--- src/rtl/core/cbcx_pkg.sv ---
`default_nettype none
// ----------------------------------------------------------------------------
// cbcx_pkg
// Shared types, register indexes and a byte helper for the byte-serial CBC XOR
// cipher with PKCS#7 padding.
// ----------------------------------------------------------------------------
package cbcx_pkg;

    // default block size in bytes (1 to 16)
    localparam int BLOCK_BYTES_DEF = 16;

    // configuration port
    localparam int CFG_IDX_W  = 3;
    localparam int CFG_DATA_W = 64;
    localparam int KEY_W      = 128;

    localparam logic [CFG_IDX_W-1:0] REG_DIRECTION = 3'd0;
    localparam logic [CFG_IDX_W-1:0] REG_KEY_LOW   = 3'd1;
    localparam logic [CFG_IDX_W-1:0] REG_KEY_HIGH  = 3'd2;
    localparam logic [CFG_IDX_W-1:0] REG_IV_LOW    = 3'd3;
    localparam logic [CFG_IDX_W-1:0] REG_IV_HIGH   = 3'd4;

    // end-of-message status codes
    typedef enum logic [1:0] {
        ST_OK       = 2'd0,
        ST_BAD_PAD  = 2'd1,
        ST_RAGGED   = 2'd2,
        ST_NO_BLOCK = 2'd3
    } t_status;

    // input beat
    typedef struct packed {
        logic [7:0] data_byte;
        logic       final_byte;
    } t_in_beat;

    // output beat
    typedef struct packed {
        logic [7:0] out_byte;
        logic       has_byte;
        logic       end_of_message;
        t_status    status;
    } t_out_beat;

    // live configuration seen by the engine
    typedef struct packed {
        logic             dir;
        logic [KEY_W-1:0] key;
        logic [KEY_W-1:0] iv;
    } t_cfg;

    // byte i of a 16-byte word, byte 0 in the low bits
    function automatic logic [7:0] pick_byte(input logic [KEY_W-1:0] w, input logic [3:0] i);
        logic [6:0] base;
        base = {i, 3'b000};
        return w[base +: 8];
    endfunction

endpackage
`default_nettype wire

--- src/rtl/core/cbcx_chan_if.sv ---
`default_nettype none
// ----------------------------------------------------------------------------
// cbcx_chan_if
// Valid/ready stream channel carrying one payload beat per handshake.
// ----------------------------------------------------------------------------
interface cbcx_chan_if #(
    parameter type t_payload = logic
);
    logic     valid;
    logic     ready;
    t_payload payload;

    modport source (output valid, output payload, input ready);
    modport sink   (input valid, input payload, output ready);
endinterface
`default_nettype wire

--- src/rtl/core/cbcx_engine.sv ---
`default_nettype none
// ----------------------------------------------------------------------------
// cbcx_engine
// Holds one input beat and walks it through IV, data, pad and tail steps,
// at most one result per step, with the chain and held-plaintext block stores.
// ----------------------------------------------------------------------------
module cbcx_engine
    import cbcx_pkg::*;
#(
    parameter int BLOCK_BYTES = BLOCK_BYTES_DEF
) (
    input  wire logic      i_clk,
    input  wire logic      i_rst_n,
    input  wire t_cfg      i_cfg,
    input  wire logic      i_dir_wr,
    input  wire logic      i_item_valid,
    input  wire t_in_beat  i_item,
    output logic           o_item_ready,
    input  wire logic      i_slot_free,
    output logic           o_emit,
    output t_out_beat      o_res
);

    localparam int IDX_W = (BLOCK_BYTES > 1) ? $clog2(BLOCK_BYTES) : 1;
    localparam int CNT_W = $clog2(BLOCK_BYTES + 1);
    localparam logic [IDX_W-1:0] POS_LAST  = IDX_W'(BLOCK_BYTES - 1);
    localparam logic [CNT_W-1:0] BLK_CNT   = CNT_W'(BLOCK_BYTES);
    localparam logic [7:0]       BLK_BYTE  = 8'(BLOCK_BYTES);
    localparam logic [7:0]       LAST_BYTE = 8'(BLOCK_BYTES - 1);

    typedef enum logic [4:0] {
        S_IDLE = 5'b00001,
        S_IV   = 5'b00010,
        S_DATA = 5'b00100,
        S_PAD  = 5'b01000,
        S_TAIL = 5'b10000
    } t_state;

    t_state           r_state;
    logic [7:0]       r_byte;
    logic             r_fin;
    logic [IDX_W-1:0] r_pos;
    logic             r_started;
    logic             r_reading_iv;
    logic             r_held_valid;
    logic             r_ragged;
    logic [CNT_W-1:0] r_padv;
    logic [7:0]       r_chain [BLOCK_BYTES];
    logic [7:0]       r_held  [BLOCK_BYTES];

    logic [IDX_W-1:0] n_pos;
    logic             n_started;
    logic             n_reading_iv;
    logic             n_held_valid;
    logic             n_ragged;
    logic [CNT_W-1:0] n_padv;
    t_state           n_state;

    logic             w_emit;
    logic             w_done;
    logic             w_busy;
    logic             w_go;
    logic             w_accept;
    logic             w_chain_we;
    logic [7:0]       w_chain_wd;
    logic             w_held_we;
    t_state           w_step_state;
    t_state           w_start_state;
    logic             w_pos_last;
    logic [IDX_W-1:0] w_pos_inc;
    logic [7:0]       w_key_b;
    logic [7:0]       w_iv_b;
    logic [7:0]       w_chain_b;
    logic [7:0]       w_held_b;
    logic [7:0]       w_xor_in;
    logic [7:0]       w_xor;
    logic [7:0]       w_padb;
    logic             w_pad_bad;
    logic             w_keep_none;
    logic             w_tail_end;

    // per-position operands
    assign w_pos_last = (r_pos == POS_LAST);
    assign w_pos_inc  = w_pos_last ? '0 : r_pos + IDX_W'(1);
    assign w_key_b    = pick_byte(i_cfg.key, 4'(r_pos));
    assign w_iv_b     = pick_byte(i_cfg.iv, 4'(r_pos));
    assign w_chain_b  = r_chain[r_pos];
    assign w_held_b   = r_held[r_pos];
    assign w_xor_in   = (r_state == S_PAD) ? 8'(r_padv) : r_byte;
    assign w_xor      = w_xor_in ^ w_key_b ^ w_chain_b;

    // pad check on the last held block
    assign w_padb      = r_held[POS_LAST];
    assign w_pad_bad   = (w_padb == 8'd0) || (w_padb > BLK_BYTE);
    assign w_keep_none = (w_padb == BLK_BYTE);
    assign w_tail_end  = ((8'(r_pos) + w_padb) == LAST_BYTE);

    // step decode
    always_comb begin
        w_emit       = 1'b0;
        w_done       = 1'b0;
        o_res        = '0;
        o_res.status = ST_OK;
        n_pos        = r_pos;
        n_started    = r_started;
        n_reading_iv = r_reading_iv;
        n_held_valid = r_held_valid;
        n_ragged     = r_ragged;
        n_padv       = r_padv;
        w_chain_we   = 1'b0;
        w_chain_wd   = w_xor;
        w_held_we    = 1'b0;
        w_step_state = r_state;
        case (r_state)
            S_IV: begin
                w_emit          = 1'b1;
                o_res.out_byte  = w_iv_b;
                o_res.has_byte  = 1'b1;
                w_chain_we      = 1'b1;
                w_chain_wd      = w_iv_b;
                n_pos           = w_pos_inc;
                if (w_pos_last) begin
                    n_started    = 1'b1;
                    w_step_state = S_DATA;
                end
            end
            S_DATA: begin
                if (!i_cfg.dir) begin
                    // encrypt one byte
                    w_emit         = 1'b1;
                    o_res.out_byte = w_xor;
                    o_res.has_byte = 1'b1;
                    w_chain_we     = 1'b1;
                    n_pos          = w_pos_inc;
                    if (r_fin) begin
                        n_padv       = BLK_CNT - CNT_W'(w_pos_inc);
                        w_step_state = S_PAD;
                    end else begin
                        w_done = 1'b1;
                    end
                end else if (r_reading_iv) begin
                    // decrypt: absorb the IV
                    n_started  = 1'b1;
                    w_chain_we = 1'b1;
                    w_chain_wd = r_byte;
                    n_pos      = w_pos_inc;
                    if (w_pos_last) begin
                        n_reading_iv = 1'b0;
                    end
                    w_done = 1'b1;
                    if (r_fin) begin
                        w_emit               = 1'b1;
                        o_res.end_of_message = 1'b1;
                        o_res.status         = ST_NO_BLOCK;
                        n_pos                = '0;
                        n_started            = 1'b0;
                        n_reading_iv         = 1'b1;
                        n_held_valid         = 1'b0;
                    end
                end else begin
                    // decrypt: release previous block byte, hold the new one
                    w_emit         = r_held_valid;
                    o_res.out_byte = w_held_b;
                    o_res.has_byte = 1'b1;
                    w_chain_we     = 1'b1;
                    w_chain_wd     = r_byte;
                    w_held_we      = 1'b1;
                    n_started      = 1'b1;
                    n_pos          = w_pos_inc;
                    if (w_pos_last) begin
                        n_held_valid = 1'b1;
                    end
                    if (r_fin) begin
                        n_ragged     = !w_pos_last;
                        w_step_state = S_TAIL;
                    end else begin
                        w_done = 1'b1;
                    end
                end
            end
            S_PAD: begin
                w_emit               = 1'b1;
                o_res.out_byte       = w_xor;
                o_res.has_byte       = 1'b1;
                o_res.end_of_message = w_pos_last;
                w_chain_we           = 1'b1;
                n_pos                = w_pos_inc;
                if (w_pos_last) begin
                    w_done       = 1'b1;
                    n_pos        = '0;
                    n_started    = 1'b0;
                    n_reading_iv = 1'b1;
                    n_held_valid = 1'b0;
                end
            end
            S_TAIL: begin
                w_emit = 1'b1;
                if (r_ragged) begin
                    o_res.end_of_message = 1'b1;
                    o_res.status         = ST_RAGGED;
                    w_done               = 1'b1;
                end else if (w_pad_bad) begin
                    o_res.end_of_message = 1'b1;
                    o_res.status         = ST_BAD_PAD;
                    w_done               = 1'b1;
                end else if (w_keep_none) begin
                    o_res.end_of_message = 1'b1;
                    w_done               = 1'b1;
                end else begin
                    o_res.out_byte       = w_held_b;
                    o_res.has_byte       = 1'b1;
                    o_res.end_of_message = w_tail_end;
                    w_done               = w_tail_end;
                    n_pos                = w_pos_inc;
                end
                if (w_done) begin
                    n_pos        = '0;
                    n_started    = 1'b0;
                    n_reading_iv = 1'b1;
                    n_held_valid = 1'b0;
                end
            end
            default: begin
            end
        endcase
    end

    // handshake with the input and output sides
    assign w_busy       = (r_state != S_IDLE);
    assign w_go         = w_busy && (!w_emit || i_slot_free);
    assign o_emit       = w_go && w_emit;
    assign o_item_ready = !w_busy || (w_go && w_done);
    assign w_accept     = i_item_valid && o_item_ready;

    // first step of a new item follows the framing left by this one
    assign w_start_state = (!i_cfg.dir && !(w_go ? n_started : r_started)) ? S_IV : S_DATA;

    always_comb begin
        n_state = r_state;
        if (o_item_ready) begin
            n_state = w_accept ? w_start_state : S_IDLE;
        end else if (w_go) begin
            n_state = w_step_state;
        end
    end

    // control state
    always_ff @(posedge i_clk) begin
        if (!i_rst_n) begin
            r_state      <= S_IDLE;
            r_pos        <= '0;
            r_started    <= 1'b0;
            r_reading_iv <= 1'b1;
            r_held_valid <= 1'b0;
            r_ragged     <= 1'b0;
        end else begin
            r_state <= n_state;
            if (i_dir_wr) begin
                r_pos        <= '0;
                r_started    <= 1'b0;
                r_reading_iv <= 1'b1;
                r_held_valid <= 1'b0;
            end else if (w_go) begin
                r_pos        <= n_pos;
                r_started    <= n_started;
                r_reading_iv <= n_reading_iv;
                r_held_valid <= n_held_valid;
                r_ragged     <= n_ragged;
            end
        end
    end

    // input beat and pad value
    always_ff @(posedge i_clk) begin
        if (w_accept) begin
            r_byte <= i_item.data_byte;
            r_fin  <= i_item.final_byte;
        end
        if (w_go) begin
            r_padv <= n_padv;
        end
    end

    // chain and held block stores
    always_ff @(posedge i_clk) begin
        if (w_go && w_chain_we) begin
            r_chain[r_pos] <= w_chain_wd;
        end
        if (w_go && w_held_we) begin
            r_held[r_pos] <= w_xor;
        end
    end

`ifndef NO_ASSERTIONS
    a_pos_range: assert property (@(posedge i_clk) disable iff (!i_rst_n)
        r_pos <= POS_LAST)
        else $error("block position beyond the block");

    a_iv_vs_held: assert property (@(posedge i_clk) disable iff (!i_rst_n)
        r_reading_iv |-> !r_held_valid)
        else $error("held block while still reading the IV");

    a_done_frees: assert property (@(posedge i_clk) disable iff (!i_rst_n)
        (w_go && w_done && !w_accept) |=> (r_state == S_IDLE))
        else $error("engine stayed busy after finishing an item");
`endif

endmodule
`default_nettype wire

--- src/rtl/core/cbc_xor_block_cipher_pkcs7_top.sv ---
`default_nettype none
// Results are registered in the output register. Throughput: one input beat per cycle
// while each beat yields at most one result and the output is not stalled; the engine
// emits one result per cycle while the output has room, so a message's first encrypt
// beat holds the input during the IV, a final beat during the pad or tail bytes.
// Reset (synchronous, active low) zeroes the configuration registers, clears framing and the output valid.
// ----------------------------------------------------------------------------
// cbc_xor_block_cipher_pkcs7_top
// Byte-serial CBC chaining with an XOR block function and PKCS#7 framing:
// configuration registers, the step engine and the output register.
// ----------------------------------------------------------------------------
module cbc_xor_block_cipher_pkcs7_top
    import cbcx_pkg::*;
#(
    parameter int BLOCK_BYTES = BLOCK_BYTES_DEF
) (
    input  wire logic                  i_clk,
    input  wire logic                  i_rst_n,
    cbcx_chan_if.sink                  i_in,
    cbcx_chan_if.source                o_out,
    input  wire logic                  i_cfg_we,
    input  wire logic [CFG_IDX_W-1:0]  i_cfg_index,
    input  wire logic [CFG_DATA_W-1:0] i_cfg_data
);

    logic             r_dir;
    logic [KEY_W-1:0] r_key;
    logic [KEY_W-1:0] r_iv;
    logic             r_ov;
    t_out_beat        r_out;

    t_cfg      w_cfg;
    t_in_beat  w_item;
    t_out_beat w_res;
    logic      w_dir_wr;
    logic      w_item_ready;
    logic      w_slot_free;
    logic      w_emit;

    // configuration registers
    assign w_dir_wr = i_cfg_we && (i_cfg_index == REG_DIRECTION);

    always_ff @(posedge i_clk) begin
        if (!i_rst_n) begin
            r_dir <= 1'b0;
            r_key <= '0;
            r_iv  <= '0;
        end else if (i_cfg_we) begin
            case (i_cfg_index)
                REG_DIRECTION: r_dir                     <= i_cfg_data[0];
                REG_KEY_LOW:   r_key[CFG_DATA_W-1:0]     <= i_cfg_data;
                REG_KEY_HIGH:  r_key[KEY_W-1:CFG_DATA_W] <= i_cfg_data;
                REG_IV_LOW:    r_iv[CFG_DATA_W-1:0]      <= i_cfg_data;
                REG_IV_HIGH:   r_iv[KEY_W-1:CFG_DATA_W]  <= i_cfg_data;
                default: begin
                end
            endcase
        end
    end

    assign w_cfg.dir = r_dir;
    assign w_cfg.key = r_key;
    assign w_cfg.iv  = r_iv;

    // input beat into the engine
    assign w_item     = i_in.payload;
    assign i_in.ready = w_item_ready;

    cbcx_engine #(
        .BLOCK_BYTES (BLOCK_BYTES)
    ) u_engine (
        .i_clk        (i_clk),
        .i_rst_n      (i_rst_n),
        .i_cfg        (w_cfg),
        .i_dir_wr     (w_dir_wr),
        .i_item_valid (i_in.valid),
        .i_item       (w_item),
        .o_item_ready (w_item_ready),
        .i_slot_free  (w_slot_free),
        .o_emit       (w_emit),
        .o_res        (w_res)
    );

    // output register
    assign w_slot_free = !r_ov || o_out.ready;

    always_ff @(posedge i_clk) begin
        if (!i_rst_n) begin
            r_ov <= 1'b0;
        end else if (w_emit) begin
            r_ov <= 1'b1;
        end else if (o_out.ready) begin
            r_ov <= 1'b0;
        end
    end

    always_ff @(posedge i_clk) begin
        if (w_emit) begin
            r_out <= w_res;
        end
    end

    assign o_out.valid   = r_ov;
    assign o_out.payload = r_out;

`ifndef NO_ASSERTIONS
    a_emit_has_slot: assert property (@(posedge i_clk) disable iff (!i_rst_n)
        w_emit |-> w_slot_free)
        else $error("result produced with the output register full");

    a_valid_from_emit: assert property (@(posedge i_clk) disable iff (!i_rst_n)
        $rose(r_ov) |-> $past(w_emit))
        else $error("output valid without a result from the engine");

    a_out_hold: assert property (@(posedge i_clk) disable iff (!i_rst_n)
        (r_ov && !o_out.ready) |=> (r_ov && $stable(r_out)))
        else $error("output beat changed while waiting");
`endif

endmodule
`default_nettype wire

--- src/flat_wrapper.sv ---
// flat-port wrapper written by rule: the top's interface ports become plain ports
module cbc_xor_block_cipher_pkcs7_top_flat import cbcx_pkg::*;
#(
    parameter int BLOCK_BYTES = BLOCK_BYTES_DEF
)
  (i_clk, i_rst_n, i_cfg_we, i_cfg_index, i_cfg_data, i_in_valid, i_in_payload, i_in_ready, o_out_valid, o_out_payload, o_out_ready);
  cbcx_chan_if #(.t_payload(t_in_beat)) i_in_i ();
  cbcx_chan_if #(.t_payload(t_out_beat)) o_out_i ();
  input  wire logic i_clk;
  input  wire logic i_rst_n;
  input  wire logic i_cfg_we;
  input  wire logic [CFG_IDX_W-1:0] i_cfg_index;
  input  wire logic [CFG_DATA_W-1:0] i_cfg_data;
  input wire logic [$bits(i_in_i.valid)-1:0] i_in_valid;
  input wire logic [$bits(i_in_i.payload)-1:0] i_in_payload;
  output wire logic [$bits(i_in_i.ready)-1:0] i_in_ready;
  output wire logic [$bits(o_out_i.valid)-1:0] o_out_valid;
  output wire logic [$bits(o_out_i.payload)-1:0] o_out_payload;
  input wire logic [$bits(o_out_i.ready)-1:0] o_out_ready;
  assign i_in_i.valid = i_in_valid;
  assign i_in_i.payload = i_in_payload;
  assign i_in_ready = i_in_i.ready;
  assign o_out_valid = o_out_i.valid;
  assign o_out_payload = o_out_i.payload;
  assign o_out_i.ready = o_out_ready;
  cbc_xor_block_cipher_pkcs7_top #(.BLOCK_BYTES(BLOCK_BYTES)) u_core (.i_clk(i_clk), .i_rst_n(i_rst_n), .i_in(i_in_i), .o_out(o_out_i), .i_cfg_we(i_cfg_we), .i_cfg_index(i_cfg_index), .i_cfg_data(i_cfg_data));
endmodule
--- config.mk ---
export PLATFORM = sky130hd
export DESIGN_NAME = cbc_xor_block_cipher_pkcs7_top_flat
export DESIGN_NICKNAME = d
export VERILOG_FILES = /design/src/rtl/core/cbcx_pkg.sv /design/src/rtl/core/cbcx_chan_if.sv /design/src/rtl/core/cbcx_engine.sv /design/src/rtl/core/cbc_xor_block_cipher_pkcs7_top.sv /design/src/flat_wrapper.sv
export SDC_FILE = /design/constraint.sdc
export NUM_CORES = 1
export LEC_CHECK = 0
export BUFFER_PORTS_ARGS = -buffer_cell sky130_fd_sc_hd__buf_4
export CORE_MARGIN = 3
export CORE_UTILIZATION = 55
export DETAILED_ROUTE_END_ITERATION = 16
export GPL_TIMING_DRIVEN = 0
export HOLD_SLACK_MARGIN = 0.15
export PLACE_DENSITY = 0.78
export SYNTH_ARGS = -nofsm -noshare
export SYNTH_HDL_FRONTEND = slang
export SYNTH_HIERARCHICAL = 1
export SYNTH_SLANG_ARGS = --single-unit
--- constraint.sdc ---
create_clock -name i_clk -period 3.3 [get_ports i_clk]
set_input_delay 0.66 -clock i_clk [delete_from_list [all_inputs] [get_ports i_clk]]
set_output_delay 0.66 -clock i_clk [all_outputs]
set_load 0.005 [all_outputs]
# ---- Word level (Yosys, flattened, before mapping)
# Memories as Yosys holds them, arrays and structs flattened. A register that Yosys moved wholly into a read port is not among the register bits.
# Index checks and enable logic that the tools add are counted.
dict set report totals {
  ff_bits 297
  ram_bits 256
  n_memories 2
}
# name words width rd rd_ports_with_merged_regs write_ports line
set memory_table {}
lappend memory_table {u_core.u_engine.r_chain 16 8 1 1 1 cbcx_engine.sv:48} ;# logic [7:0] r_chain [BLOCK_BYTES];
lappend memory_table {u_core.u_engine.r_held 16 8 2 1 1 cbcx_engine.sv:49} ;# logic [7:0] r_held [BLOCK_BYTES];
dict set report op_classes {
  n_addsub 3
  n_lt_le_gt_ge 1
  n_eq_ne 24
  shifts 2
  muxes 83
  bitwise 6
  reduce_logical 39
}
# cell n
set ops {}
lappend ops {{128-bit by 8-bit variable part select with 8-bit output} 2}
lappend ops {{4-bit 2-to-1 mux} 13}
lappend ops {{9-bit 2-to-1 mux} 5}
lappend ops {{1-bit 2-to-1 mux} 39}
lappend ops {{9-bit one-hot mux with 4 select lines} 1}
lappend ops {{5-bit 2-to-1 mux} 7}
lappend ops {{3-bit 2-to-1 mux} 6}
lappend ops {{8-bit 2-to-1 mux} 2}
lappend ops {{4-bit one-hot mux with 4 select lines} 1}
lappend ops {{8-bit one-hot mux with 2 select lines} 1}
lappend ops {{8-bit bitwise XOR} 2}
lappend ops {{1-bit one-hot mux with 3 select lines} 4}
lappend ops {{6-bit AND reduction} 2}
lappend ops {{5-bit one-hot mux with 2 select lines} 1}
lappend ops {{2-bit AND reduction} 5}
lappend ops {{5-bit AND reduction} 2}
lappend ops {{3-bit by 2-bit inequality test with 1-bit output, second input constant} 3}
lappend ops {{3-bit inequality test, second input constant} 3}
lappend ops {{4-bit by 8-bit adder with 8-bit output} 1}
lappend ops {{8-bit by 4-bit == test with 1-bit output, second input constant} 1}
lappend ops {{8-bit by 5-bit == test with 1-bit output, second input constant} 1}
lappend ops {{8-bit by 5-bit > comparator with 1-bit output, second input constant} 1}
lappend ops {{1-bit logical AND} 8}
lappend ops {{8-bit logical NOT} 1}
lappend ops {{other kinds (29)} 46}

# ---- Logic depth before layout (Yosys ltp)
# An unclocked memory read counts as a cell.
dict set report depth {
  ltp_word 15
  ltp_mapped 11
}

# ---- Modules after synthesis
# The synthesis kept the hierarchy.
# module instances cells_per_inst area_each_um2 seq_area_each_um2
set modules_own_cells {}
lappend modules_own_cells {cbcx_engine 1 803 14447.6 8448.1}
lappend modules_own_cells {cbc_xor_block_cipher_pkcs7_top 1 920 9874.5 5525.3}

# ---- Worst setup path after synthesis
# No wires, ideal clock.
dict set report synth_timing {
  path_kind {flip-flop to flip-flop}
  start {reg u_core.u_engine.r_pos[1]}
  end {reg u_core.u_engine.r_byte[0], enable pin}
  setup_time_ns 0.381
  arrival_ns 2.945
  t_required_ns 2.919
  setup_slack_ns -0.025
  path_stages_with_launch 11
  n_path_buf 3
  period_less_slack_ns 3.325
  cell_sequence {dfxtp_1 buf_1 buf_2 buf_2 inv_1 fa_1 xnor2_1 o2111ai_1 o2111ai_1 nand2_1 a21oi_1}
}
dict set report synth_via {
  elab_chain_len 10
}
# item line
set synth_lines {}
lappend synth_lines {{start: declaration} cbcx_engine.sv:42} ;# logic [IDX_W-1:0] r_pos;
lappend synth_lines {{start signal: assignment} cbcx_engine.sv:264} ;# r_pos <= n_pos;
lappend synth_lines {{4-bit by 8-bit adder with 8-bit output} cbcx_engine.sv:96} ;# assign w_tail_end = ((8'(r_pos) + w_padb) == LAST_BYTE);
lappend synth_lines {{8-bit by 4-bit == test with 1-bit output} cbcx_engine.sv:96}
lappend synth_lines {{1-bit 2-to-1 mux} cbcx_engine.sv:206} ;# end else if (w_keep_none) begin
lappend synth_lines {{1-bit 2-to-1 mux} cbcx_engine.sv:202} ;# end else if (w_pad_bad) begin
lappend synth_lines {{1-bit 2-to-1 mux} cbcx_engine.sv:198} ;# if (r_ragged) begin
lappend synth_lines {{1-bit 2-to-1 mux} cbcx_engine.sv:114} ;# case (r_state)
lappend synth_lines {{1-bit one-hot mux with 3 select lines (*)} cbcx_engine.sv:114}
lappend synth_lines {{1-bit logical AND (*)} cbcx_engine.sv:232} ;# assign o_item_ready = !w_busy || (w_go && w_done);
lappend synth_lines {{1-bit logical OR (*)} cbcx_engine.sv:232}
lappend synth_lines {{1-bit logical AND (*)} cbcx_engine.sv:233} ;# assign w_accept = i_item_valid && o_item_ready;
lappend synth_lines {{via u_core.u_engine.w_accept} cbcx_engine.sv:63} ;# logic w_accept;
lappend synth_lines {{end signal: assignment} cbcx_engine.sv:276} ;# r_byte <= i_item.data_byte;
lappend synth_lines {{end: declaration} cbcx_engine.sv:40} ;# logic [7:0] r_byte;
# The timed path passes the listed nets; every way through them passes the cells marked *. The select of a mux whose other input is x is not followed.
# A chain may end at the register's enable or synchronous reset.

# ---- Worst setup path after layout
dict set report layout_timing {
  start {reg u_core.u_engine.r_pos[1]}
  end {out i_in_ready}
}
dict set report layout_via {
  elab_chain_len 9
}
# item line
set layout_lines {}
lappend layout_lines {{4-bit by 8-bit adder with 8-bit output} cbcx_engine.sv:96}
lappend layout_lines {{8-bit by 4-bit == test with 1-bit output} cbcx_engine.sv:96}
lappend layout_lines {{1-bit 2-to-1 mux} cbcx_engine.sv:206}
lappend layout_lines {{1-bit 2-to-1 mux} cbcx_engine.sv:202}
lappend layout_lines {{1-bit 2-to-1 mux} cbcx_engine.sv:198}
lappend layout_lines {{1-bit 2-to-1 mux} cbcx_engine.sv:114}
lappend layout_lines {{1-bit one-hot mux with 3 select lines (*)} cbcx_engine.sv:114}
lappend layout_lines {{1-bit logical AND (*)} cbcx_engine.sv:232}
lappend layout_lines {{1-bit logical OR (*)} cbcx_engine.sv:232}
lappend layout_lines {{end: declaration} flat_wrapper.sv:16} ;# output wire logic [$bits(i_in_i.ready)-1:0] i_in_ready;
# Mark *: on every way between the ends. The rest lies on a longest branch, timed or not. The select of a mux whose other input is x is not followed.

==> flow_metrics.py <==
metrics = {
    "worst_setup_path": {
        "cp-start-kind": "register",
        "reg2reg_depth": 9,
        "crit_arrival_ns": 2.69,
        "worstPathMaxFanout": 3,
        "critical_path_class": "reg2out",
        "cp-end-kind": "primary output",
        "cp.required_ns": 2.64,
    },
    "drt": {
        "first_pass_iters": 8,
        "vias_per_cell": 6.19,
        "drtIter0Drc": 1579,
        "finalWirelength_um": 66400,
        "via_count": 15600,
        "routedWlPerCell_um": 26.3,
        "drc": 0,
        "detail-route-antenna-nets": 0,
    },
    "pwr": {
        "pwr-share-clk_pct": 37.1,
        "finalPower_mw": 16.4,
        "powerDensity_mw_per_mm2": 582,
        "cell_internal_pwr_mw": 12.2,
        "p_leak_nw": 10.9,
        "power.switching_mw": 4.12,
        "p_seq_share_pct": 48.3,
        "peakVddDrop_uv": 367,
        "sw_frac_of_total_pct": 25.2,
        "combPwrFrac_pct": 14.5,
    },
    "grt": {
        "grt_overflow": 0,
        "antenna_found_initial": 1,
        "grt_pass1_wl_um": 98400,
        "grt_pass1_vias": 15900,
        "grt_start_max_net_pins": 19,
        "grt_use_total_pct": 28.2,
    },
    "timing": {
        "relSlewSlack_pct": 9.39,
        "hold_viol": 0,
        "fin_worst_skew_ns": 0.0288,
        "finalSetupViolations": 1,
        "rsz0062_at_grt": "true",
        "worstMarginPinSlew_ns": 1.34,
        "min_period_over_period_pct": 102,
        "finalMaxSlewViolations": 0,
        "fin_crit_ns": 3.35,
        "maxClockFrequency_mhz": 298,
        "finalWorstSetupSlack_ns": -0.0510,
    },
    "clock_tree": {
        "insertion_delay_ns": 0.61,
        "cts_tree": "yes",
        "clockRootBuffer": "clkbuf_16",
        "cts_sinks": 557,
        "clk_pin_slew_ns": 0.06,
        "h-tree-depth": 2,
        "cts_buffer_depth": 3,
        "cts_buffers": 55,
    },
    "synthesis": {
        "synth_most_common_cell": "nand2_1",
        "muxShareOfSynthArea_pct": 25.8,
        "async_flop_share_pct": 0,
        "synth_fa_ha_area_share_pct": 0.494,
        "synth_top_family_by_area": "multiplexers",
        "synth_seq_cells": 557,
        "yosysSeqAreaShare_pct": 57.5,
        "synthCells": 1723,
        "synth_xor_area_share_pct": 1.20,
        "synth_common_cells": "nand2_1, edfxtp_1, dfxtp_1, mux2i_1, mux4_2",
        "yosysTopAreaCell": "edfxtp_1",
        "synth_edf_count": 282,
        "yosysWarnings": 6,
        "synth_ff_type": "edfxtp_1",
        "post_synth_main_area_contributors": "edfxtp_1, dfxtp_1, mux4_2, mux2i_1, nand2_1",
        "synth_top_cell_area_share_pct": 34.8,
        "syn_nets": 1813,
        "synth-compound-area-share_pct": 2.67,
        "yosys.area_share.simple_pct": 8.60,
        "syn_area_mm2": 0.0243,
        "synth.distinct_cells": 64,
        "syn_area_per_cell_um2": 14.1,
    },
    "die": {
        "rows": 76,
        "fp.dieW_um": 216,
        "dieArea_mm2": 0.0468,
        "core_area_mm2": 0.0434,
        "initial_core_util_pct": 56.1,
        "die_h_um": 216,
        "ios": 95,
    },
    "place": {
        "io_buffers": 94,
        "dpl.hpwl_um": 46100,
        "place.gp.congestion": 0.972,
    },
    "outcome": {
        "status": "finished, violations left",
        "violations": "setup timing",
    },
    "min_path": {
        "hold_class": "in2reg",
        "hold_depth": 1,
    },
    "job": {
        "max_cap_violations": 0,
    },
    "cells_and_area": {
        "drive_gt1_share_pct": 24.5,
        "area_growth_pct": 15.7,
        "fin_util_pct": 64.9,
        "layout.nets": 1992,
    },
}
[kinds of logic (layout without fill, tap and decap cells)]
kind of cell | count (synthesis) | after routing
AOI/OAI and AO/OA | 94 | 94
xor gates and xnor gates | 24 | 24
adders and majority gates | 9 | 9
buffers and inverters | 129 | 348
DFF | 557 | 557
muxes | 420 | 420
other | 0 | 1
and+or+nand+nor | 490 | 490
[power by group through the flow]
| stage | clock network (mW) | registers, mW | logic [mW] |
|---|---|---|---|
| after floorplan | 0 | 8.02 | 1.37 |
| after global placement | 0 | 8.06 | 1.99 |
| after detailed placement | 0 | 8.07 | 2.07 |
| after CTS | 6.14 | 7.91 | 2.27 |
| after global routing | 6.44 | 7.92 | 2.51 |
| final | 6.08 | 7.91 | 2.38 |
[per-layer routing]
metal | part of all wire [%] | vias up | global-route usage [%]
li1 | - | 6779 | -
met5 | 0 | - | 0
met1 | 38 | 7904 | 35.7
met4 | 4.3 | 0 | 11.0
met2 | 49 | 790 | 47.5
met3 | 8.8 | 174 | 6.49
[flip-flops by register name (all words and copies together) (netlist names), named ones only]
name,count
u_core/u_engine/r_byte,8
u_core/u_engine/r_reading_iv,1
u_core/u_engine/r_chain,128
u_core/u_engine/r_state,5
u_core/u_engine/r_pos,4
u_core/u_engine/r_started,1
u_core/r_key,128
u_core/u_engine/r_ragged,1
u_core/r_dir,1
u_core/u_engine/r_fin,1
u_core/u_engine/r_held,128
u_core/o_out.payload,12
u_core/u_engine/r_held_valid,1
u_core/u_engine/r_padv,5
u_core/r_iv,128
u_core/o_out.valid,1
[timing repair]
| action | CTS | global route |
|---|---|---|
| pin swaps | 13 | 15 |
| setup endpoints to repair | 441 | 306 |
| gates resized for setup | 69 | 23 |
| buffers inserted | 18 | 12 |
| hold buffers | 0 | 0 |
| cloned | 0 | 0 |
| hold endpoints to repair | 0 | 0 |
[area by class of cell]
type / instances / area (µm²)
Fill cell: 3143 / 15200
Sequential cell: 557 / 14000
Multi-Input combinational cell: 1037 / 9750
Clock buffer: 75 / 1570
Timing Repair Buffer: 124 / 976
Buffer: 114 / 898
Tap cell: 585 / 732
Clock inverter: 22 / 178
Inverter: 13 / 56.3
Antenna cell: 1 / 2.50
[metrics by stage]
stage / cells / setup WS [ns] / cell area [µm²] / TNS, ns / hold WS, ns
after CTS: 2516 / -0.100 / 28000 / -0.100 / 0.192
after global placement: 2402 / -1.33 / 25800 / -251.96 / 0.438
after floorplan: 1723 / 0.0395 / 24300 / 0 / 0.430
after global routing: 2527 / -0.193 / 28100 / -1.26 / 0.199
final: 2528 / -0.0510 / 28100 / -0.0510 / 0.224
after detailed placement: 2402 / -1.56 / 25800 / -267.27 / 0.445
[critical path: stages (launching register included)]
cell and delay (ns):
dfxtp_4 0.40, buf_12 0.12, buf_12 0.12, inv_8 0.04, fa_2 0.37, xnor2_2 0.21, o2111ai_2 0.17, o2111ai_2 0.22
and2_4 0.20, nor2_4 0.04, inv_2 0.09, buf_6 0.09
[final timing paths]
kind,endpoint,slack [ns],start
setup reg to reg,u_core/u_engine/r_chain[13][4],0.01,u_core/u_engine/r_pos[1]
setup / recovery,i_in_ready,-0.05,u_core/u_engine/r_pos[1]
hold / removal,u_core/u_engine/r_byte[6],0.22,i_in_payload[7]
hold reg to reg,u_core/r_iv[83],0.46,u_core/r_iv[83]
[cell usage in the layout, fill, tap and decap left out, types with 33 or more instances in the layout]
cell	n
buf_2	33
buf_4	132
clkbuf_1	34
clkbuf_16	56
dfxtp_1	273
edfxtp_1	282
mux2i_1	265
mux4_1	35
mux4_2	120
nand2_1	356
nor2_1	34
(Power assumes the default switching activity.)
